## src/tbf_pkg.sv

```systemverilog
// ----------------------------------------------------------------------------
// tbf_pkg
// shared constants, control struct and spatial weight rom of the filter
// ----------------------------------------------------------------------------
package tbf_pkg;

    localparam int MAX_W    = 128;
    localparam int MAX_H    = 128;
    localparam int MAX_R    = 7;
    localparam int ADDR_W   = 14;

    // register indexes
    localparam logic [1:0] REG_WIDTH  = 2'd0;
    localparam logic [1:0] REG_HEIGHT = 2'd1;
    localparam logic [1:0] REG_RADIUS = 2'd2;
    localparam logic [1:0] REG_THRESH = 2'd3;

    // per-request control toward the channel datapaths
    typedef struct packed {
        logic clr;
        logic ctr_ld;
        logic nb_ld;
        logic fin_ld;
    } t_chan_ctrl;

    // q0.16 spatial weight by radius and squared distance, zero past five
    function automatic logic [15:0] spatial_weight(input logic [2:0] r, input logic [3:0] d2);
        logic [15:0] g;
        g = 16'd0;
        unique case (d2)
            4'd0: g = 16'd65535;
            4'd1: begin
                unique case (r)
                    3'd2: g = 16'd34;
                    3'd3: g = 16'd420;
                    3'd4: g = 16'd1484;
                    3'd5: g = 16'd3165;
                    3'd6: g = 16'd5245;
                    3'd7: g = 16'd7524;
                    default: g = 16'd0;
                endcase
            end
            4'd2: begin
                unique case (r)
                    3'd3: g = 16'd3;
                    3'd4: g = 16'd34;
                    3'd5: g = 16'd153;
                    3'd6: g = 16'd420;
                    3'd7: g = 16'd864;
                    default: g = 16'd0;
                endcase
            end
            4'd4: begin
                unique case (r)
                    3'd6: g = 16'd3;
                    3'd7: g = 16'd11;
                    default: g = 16'd0;
                endcase
            end
            4'd5: g = (r == 3'd7) ? 16'd1 : 16'd0;
            default: g = 16'd0;
        endcase
        return g;
    endfunction

endpackage

```

## src/tbf_chan.sv

```systemverilog
// ----------------------------------------------------------------------------
// tbf_chan
// one channel: range weight divider, weight multiply, sums, final divider
// ----------------------------------------------------------------------------
module tbf_chan (
    input  logic                i_clk,
    input  logic                i_rst_n,
    input  tbf_pkg::t_chan_ctrl i_ctrl,
    input  logic signed [15:0]  i_pix,
    input  logic [15:0]         i_g,
    input  logic [15:0]         i_thr,
    output logic                o_done,
    output logic signed [15:0]  o_val
);

    localparam logic [2:0] M_IDLE = 3'd0;
    localparam logic [2:0] M_DIV  = 3'd1;
    localparam logic [2:0] M_MW   = 3'd2;
    localparam logic [2:0] M_MP   = 3'd3;
    localparam logic [2:0] M_ACC  = 3'd4;
    localparam logic [2:0] M_FDIV = 3'd5;
    localparam logic [2:0] M_FOUT = 3'd6;

    logic [2:0]         r_mode;
    logic [4:0]         r_cnt;
    logic signed [15:0] r_ctr;
    logic signed [15:0] r_p;
    logic [15:0]        r_g;
    logic [15:0]        r_rem;
    logic [15:0]        r_q;
    logic               r_full;
    logic [32:0]        r_w;
    logic signed [49:0] r_wp;
    logic [38:0]        r_sw;
    logic signed [55:0] r_sp;
    logic               r_neg;
    logic [16:0]        r_nlo;
    logic [39:0]        r_frem;
    logic [16:0]        r_fq;

    logic signed [16:0] diff;
    logic [15:0]        ad;
    logic [16:0]        rem2;
    logic [55:0]        mag;
    logic [57:0]        fnum;
    logic [39:0]        fden;
    logic [40:0]        frem2;
    logic [16:0]        s_val;

    assign diff  = 17'(r_ctr) - 17'(i_pix);
    assign ad    = diff[16] ? 16'(-diff) : diff[15:0];
    assign rem2  = {r_rem, 1'b0};
    assign mag   = r_sp[55] ? 56'(-r_sp) : 56'(r_sp);
    assign fnum  = {1'b0, mag, 1'b0} + 58'(r_sw);
    assign fden  = {r_sw, 1'b0};
    assign frem2 = {r_frem, r_nlo[16]};
    assign s_val = r_full ? 17'h10000 : {1'b0, r_q};

    always_ff @(posedge i_clk) begin
        if (!i_rst_n) begin
            r_mode <= M_IDLE;
            o_done <= 1'b0;
        end else begin
            o_done <= 1'b0;
            unique case (r_mode)
                M_DIV: begin
                    if (rem2 >= 17'(i_thr)) begin
                        r_rem <= 16'(rem2 - 17'(i_thr));
                        r_q   <= {r_q[14:0], 1'b1};
                    end else begin
                        r_rem <= rem2[15:0];
                        r_q   <= {r_q[14:0], 1'b0};
                    end
                    r_cnt <= r_cnt + 5'd1;
                    if (r_cnt == 5'd15) begin
                        r_mode <= M_MW;
                    end
                end
                M_MW: begin
                    r_w    <= 33'(s_val * r_g);
                    r_mode <= M_MP;
                end
                M_MP: begin
                    r_wp   <= 50'($signed({1'b0, r_w}) * r_p);
                    r_mode <= M_ACC;
                end
                M_ACC: begin
                    r_sw   <= r_sw + 39'(r_w);
                    r_sp   <= r_sp + 56'(r_wp);
                    r_mode <= M_IDLE;
                    o_done <= 1'b1;
                end
                M_FDIV: begin
                    // restoring step, one quotient bit per cycle
                    if (frem2 >= 41'(fden)) begin
                        r_frem <= 40'(frem2 - 41'(fden));
                        r_fq   <= {r_fq[15:0], 1'b1};
                    end else begin
                        r_frem <= frem2[39:0];
                        r_fq   <= {r_fq[15:0], 1'b0};
                    end
                    r_nlo <= {r_nlo[15:0], 1'b0};
                    r_cnt <= r_cnt + 5'd1;
                    if (r_cnt == 5'd16) begin
                        r_mode <= M_FOUT;
                    end
                end
                M_FOUT: begin
                    if (!r_neg) begin
                        o_val <= (r_fq > 17'd32767) ? 16'sd32767 : $signed(r_fq[15:0]);
                    end else begin
                        o_val <= (r_fq >= 17'd32768) ? -16'sd32768 : $signed(16'(-r_fq));
                    end
                    r_mode <= M_IDLE;
                    o_done <= 1'b1;
                end
                default: begin
                    if (i_ctrl.nb_ld) begin
                        r_p    <= i_pix;
                        r_g    <= i_g;
                        r_q    <= 16'd0;
                        r_cnt  <= 5'd0;
                        r_full <= (ad == 16'd0);
                        r_rem  <= (ad > i_thr) ? 16'd0 : i_thr - ad;
                        r_mode <= M_DIV;
                    end else if (i_ctrl.fin_ld) begin
                        r_neg  <= r_sp[55];
                        r_frem <= fnum[56:17];
                        r_nlo  <= fnum[16:0];
                        r_fq   <= 17'd0;
                        r_cnt  <= 5'd0;
                        r_mode <= M_FDIV;
                    end
                end
            endcase
            if (i_ctrl.ctr_ld) begin
                r_ctr <= i_pix;
            end
            if (i_ctrl.clr) begin
                r_sw <= 39'd0;
                r_sp <= 56'sd0;
            end
        end
    end

endmodule

```

## config.mk

```make
export PLATFORM = sky130hd
export DESIGN_NAME = tbf_chan
export DESIGN_NICKNAME = d
export VERILOG_FILES = /design/src/tbf_pkg.sv /design/src/tbf_chan.sv
export SDC_FILE = /design/constraint.sdc
export NUM_CORES = 2
export LEC_CHECK = 0
export BUFFER_PORTS_ARGS = -buffer_cell sky130_fd_sc_hd__clkbuf_2
export CAP_MARGIN = 20
export CORE_ASPECT_RATIO = 1.25
export CORE_MARGIN = 5
export CORE_UTILIZATION = 55
export DETAILED_ROUTE_END_ITERATION = 7
export PLACE_DENSITY = 0.71
export SKIP_CTS_REPAIR_TIMING = 1
export SLEW_MARGIN = 20
export SYNTH_ARGS = -nofsm -noshare
export SYNTH_HDL_FRONTEND = slang
export SYNTH_SLANG_ARGS = --single-unit
```

## constraint.sdc

```tcl
create_clock -name i_clk -period 9.6 [get_ports i_clk]
set_clock_uncertainty 0.05 [all_clocks]
set_input_delay 2.88 -clock i_clk [delete_from_list [all_inputs] [get_ports i_clk]]
set_output_delay 2.88 -clock i_clk [all_outputs]
set_load 0.05 [all_outputs]
```

### Yosys cells after proc, flatten, opt, wreduce, memory -nomap -nowiden

Cells that the tools add are included.
W data, S select, Z words.

| word-level totals | value |
|---|---|
| register bits after elaboration | 359 |
| bits of input ports | 54 |
| output and inout bits | 17 |
| word-level logic and storage cells | 110 |

| operators by class | value |
|---|---|
| $add $sub $neg | 11 |
| multiply operators | 2 |
| $lt $le $gt $ge | 5 |
| equality and inequality tests | 11 |
| mux-type cells | 35 |
| bitwise operators | 5 |
| reduce and logical (&&, ||, !) cells | 23 |

Operators with widths:

| operator | number |
|---|---|
| $mux W16 | 8 |
| $mux W40 | 3 |
| $mux W56 | 2 |
| $mux W17 | 5 |
| $pmux W40 S2 | 1 |
| $pmux W17 S2 | 2 |
| $pmux W16 S2 | 2 |
| $add A57 B39 Y57 | 1 |
| $add A56 B50 Y56 | 1 |
| $neg A56 Y56 | 1 |
| $mul A34 B16 Y50 | 1 |
| $ge A41 B40 Y1 | 1 |
| $sub A40 B40 Y40 | 1 |
| $add A39 B33 Y39 | 1 |
| $mux W39 | 1 |
| $mul A17 B16 Y33 | 1 |
| $neg A16 Y16 | 2 |
| $sub A16 B16 Y16 | 2 |
| $ge A17 B16 Y1 | 1 |
| $ge A17 B16 Y1 const B | 1 |
| $gt A17 B15 Y1 const B | 1 |
| $sub A16 B16 Y17 | 1 |
| $gt A16 B16 Y1 | 1 |
| $logic_not A16 Y1 | 1 |
| other kinds (24) | 50 |

### Longest topological paths before layout

| logic depth | value |
|---|---|
| depth after elaboration | 7 |
| mapped depth | 27 |
| depth with buffers taken out | 25 |

### Worst setup path after synthesis

OpenSTA, ideal clock, no wires.

| timing path | value |
|---|---|
| path kind | input-to-reg |
| start | input port i_pix[0] |
| end | register r_rem[11], data pin |
| library setup time | 0.261 ns |
| data arrival time | 7.731 ns |
| data required time | 9.289 ns |
| setup slack | 1.558 ns |
| stages | 23 |
| path buffers | 2 |
| cell sequence | ha_1 > inv_1 > fa_1 > a211oi_1 > o21ai_1 > nand2_1 > a211oi_1 > o32ai_1 > clkbuf_1 > nand2_1 > o21ai_0 > fa_1 > nor2b_1 > o21a_1 > o21ai_0 > a21oi_1 > a311o_1 > nand4_1 > a21boi_0 > o31ai_1 > clkbuf_1 > nor2_1 > a221o_1 |

| on the way | value |
|---|---|
| word-level cells in the longest chain between the ends | 7 |
| elaborated cells between the ends (all ways) | 8 |
| those cells by class | 3 x add/sub; 1 x order compare; 4 x mux |

Ends and longest elaborated chain:

| element | RTL line | text |
|---|---|---|
| start, declared | tbf_chan.sv:9 | `input logic signed [15:0] i_pix,` |
| $sub A16 B16 Y17 * | tbf_chan.sv:50 | `assign diff = 17'(r_ctr) - 17'(i_pix);` |
| $neg A16 Y16 | tbf_chan.sv:51 | `assign ad = diff[16] ? 16'(-diff) : diff[15:0];` |
| $mux W16 * | tbf_chan.sv:51 |  |
| $sub A16 B16 Y16 or $gt A16 B16 Y1 (tied branches) | tbf_chan.sv:124 | `r_rem <= (ad > i_thr) ? 16'd0 : i_thr - ad;` |
| $mux W16 * | tbf_chan.sv:124 |  |
| $mux W16 * | tbf_chan.sv:118 | `if (i_ctrl.nb_ld) begin` |
| $pmux W16 S2 * | tbf_chan.sv:65 | `unique case (r_mode)` |
| end signal, assigned | tbf_chan.sv:68 | `r_rem <= 16'(rem2 - 17'(i_thr));` |
| end signal, assigned | tbf_chan.sv:71 | `r_rem <= rem2[15:0];` |
| end signal, assigned | tbf_chan.sv:124 |  |
| end, declared | tbf_chan.sv:29 | `logic [15:0] r_rem;` |

Mark *: on every way between the ends. The rest lies on a longest branch, timed or not. The select of a mux whose other input is x is not followed.
A chain may end at the register's enable or synchronous reset.

### Final worst setup path

| timing path | value |
|---|---|
| start | register r_p[15] |
| end | register r_wp[49], data pin |

| on the way | value |
|---|---|
| word-level cells in the longest chain between the ends | 1 |

Ends and longest elaborated chain:

| element | RTL line | text |
|---|---|---|
| start, declared | tbf_chan.sv:27 | `logic signed [15:0] r_p;` |
| start signal, assigned | tbf_chan.sv:119 | `r_p <= i_pix;` |
| $mul A34 B16 Y50 | tbf_chan.sv:84 | `r_wp <= 50'($signed({1'b0, r_w}) * r_p);` |
| end signal, assigned | tbf_chan.sv:84 |  |
| end, declared | tbf_chan.sv:33 | `logic signed [49:0] r_wp;` |

No other way between the ends.

==> summary.md <==
| Metric | Value |
|---|---|
| Status | finished, final reports clean |
| Synth area leaders | fa_1 24%, edfxtp_1 20%, ha_1 11%, inv_1 6.6%, and2_1 4.6% |
| Sequential share of the synthesized area | 0.202 |
| Crit path time final | approximately 8300 ps |
| Top_reg_cell synth | edfxtp_1 |
| Die Height | roughly 360 microns |
| Clock H-tree levels | 2 |
| DIE AREA | about 100000 sq um |
| WP data required | a little under 10000 ps |
| Syn_nets | 7069 |
| Yosys cell types | 90 |
| Synth top area share | 0.244 |
| CP Launch Type | register |
| TNS Setup | 0 ps |
| GRT overflow | 0 |
| Vias in the first global route | ~43000 |
| Area growth syn-to-layout | 5.85% |
| CTS Buf Count | 44 |
| Post-synth ARST share | 0 |
| Number of diodes | 0 |
| Vias per inst | between 5 and 6 |
| Share of layout cells above drive strength 1 | 0.0460 |
| Largest net degree at the start of global routing | 86 |
| Relative slew slack | 0.197 |
| Max-cap violations | 0 |
| Mapped Cells | a little under 6000 |
| Worst EP arrival | 8590 ps |
| Clk root buf | clkbuf_16 |
| Chip width | between 200 and 300 microns |
| Synth warn | 0 |
| Clock-pin transition on the worst setup and hold timing paths | 60 ps |
| Ports | 71 |
| Number of flops mapped to enable cells by yosys | between 300 and 400 |
| Vias | a little over 40000 |
| Crit Path Class | register to register |
| Placer congestion estimate | 0.935 |
| Layout Nets | about 7000 |
| Clock sink count | between 300 and 400 |
| First-pass GRT wire length | approximately 220000 microns |
| Pre-antenna DRT Iters | 6 |
| Syn_area_per_cell | about 9.0 sq um |
| Final hold violation count | 0 |
| Routed len/inst | roughly 19 microns |
| Area of the core | about 96000 sq um |
| Syn Std Cell Area | 53100 sq um |
| Slew @ Worst Pin | about 1200 ps |
| CP Capture Type | register |
| Worst-path maximum fanout | 14 |
| Detailed Route Iter0 Violations | ~2700 |
| Drt drc | 0 |
| Type of the tightest min-delay check | register to register |
| Top achievable clock speed | ~120 MHz |
| Slew Limit Fails | 0 |
| RSZ-0062 raised after global routing | no |
| Period utilisation layout | 0.863 |
| ANT nets after route | 0 |
| Number of core rows | roughly 130 |
| Max Buffers Root-to-Sink | 3 |
| Dpl hpwl | ~110000 microns |
| Worst-Skew Late Latency | approximately 600 ps |
| Initial antenna violation count | 2 |
| Initial core utilization | 0.554 |
| Hold WS | between 400 and 500 ps |
| IO buf count | 70 |
| Flops & latches, synth | approximately 360 |
| Synth area leader | fa_1 |
| # setup viols final | 0 |
| Wirelength, routed | approximately 140000 microns |
| Global-route usage over all layers | 0.272 |
| CTS tree | done |
## worst max-delay path, cell delays in order (launching register included)
cell and delay (ps):
edfxtp_1 940, clkinv_1 800, nor2_1 330, fa_1 480, fa_1 510, fa_1 440
fa_1 430, fa_1 530, inv_1 50, fa_1 470, inv_1 40, ha_1 370
a21oi_1 270, inv_1 90, or4_1 530, a21oi_1 460, a31o_2 270, a21oi_1 120
a311oi_1 450, nand3b_1 130, a31oi_1 210, xnor2_1 80
## cells by family after synthesis
logic type,share of synthesized area
compound gates,0.128
fa+ha+maj,0.357
mux,0.00516
simple gates,0.170
flops,0.202
buf+inv,0.0826
xor+xnor,0.0541
## cells in the final DEF (no fill, tap or decap), types with 18 or more instances in the layout
cell       count
inv_1        939
fa_1         647
nand2_1      639
ha_1         481
and2_1       386
edfxtp_1     355
nor2_1       321
a21oi_1      295
xnor2_1      208
o21ai_0      187
a21o_1       144
xor2_1       120
clkbuf_2      70
nor3_1        69
nand3_1       66
buf_4         65
nor2b_1       58
a211oi_1      53
nand4_1       49
nand2b_1      47
o21a_1        46
o21bai_1      44
and3_1        44
clkbuf_16     44
o31ai_1       43
or3_1         38
a31oi_1       35
nor4_1        21
or4_1         21
o41ai_1       21
o211ai_1      18
## area by class of cell
type | instances | area [sq um]
Fill cell | 8319 | 39600
Multi-Input combinational cell | 4360 | 38000
Sequential cell | 359 | 10700
Inverter | 940 | 3530
Tap cell | 1290 | 1610
Clock buffer | 48 | 1120
Timing Repair Buffer | 135 | 838
Clock inverter | 33 | 304
## stage by stage
| step | util | std cells | area (sq um) | setup slack (ps) |
|---|---|---|---|---|
| 4_1_cts | 0.586 | 7164 | 56200 | 1450 |
| 5_1_grt | 0.586 | 7165 | 56200 | 1080 |
| 2_1_floorplan | - | 5887 | 53100 | 1560 |
| 6_report | 0.586 | 7165 | 56200 | 1320 |
| 3_5_place_dp | 0.571 | 7083 | 54700 | 1450 |
| 3_3_place_gp | 0.571 | 7083 | 54700 | 1600 |
## final timing paths
check | start | end | slack (ps) | cells after the start
max | r_p[15] | r_wp[49] | 1320 | 21
max reg2reg | r_p[15] | r_wp[49] | 1320 | 21
min reg2reg | r_nlo[0] | r_nlo[1] | 470 | 2
min | r_nlo[0] | r_nlo[1] | 470 | 2
## flip-flops by register name, summed over array words and instances (netlist names), 5 cells and up
register,cells
o_val,16
r_cnt,5
r_ctr,16
r_fq,17
r_frem,40
r_g,16
r_nlo,17
r_p,16
r_q,16
r_rem,16
r_sp,56
r_sw,39
r_w,33
r_wp,50
## cells in the mapped netlist, types with 120 or more instances
master	instances
inv_1	939
xor2_1	120
and2_1	386
clkbuf_1	219
a21oi_1	295
nor2_1	322
a21o_1	144
ha_1	481
fa_1	647
nand2_1	640
edfxtp_1	355
xnor2_1	208
o21ai_0	187
## metal layers
metal	vias to the layer above	wire, microns	GRT usage
met5	-	69	0
met4	4	7770	0.127
met3	417	7710	0.0371
met2	1276	70600	0.495
met1	20400	52900	0.319
li1	19400	-	-
Power is left out: the tool's default activity adds up to more than one toggle a clock period on the data nets, which glitch-free logic cannot reach.
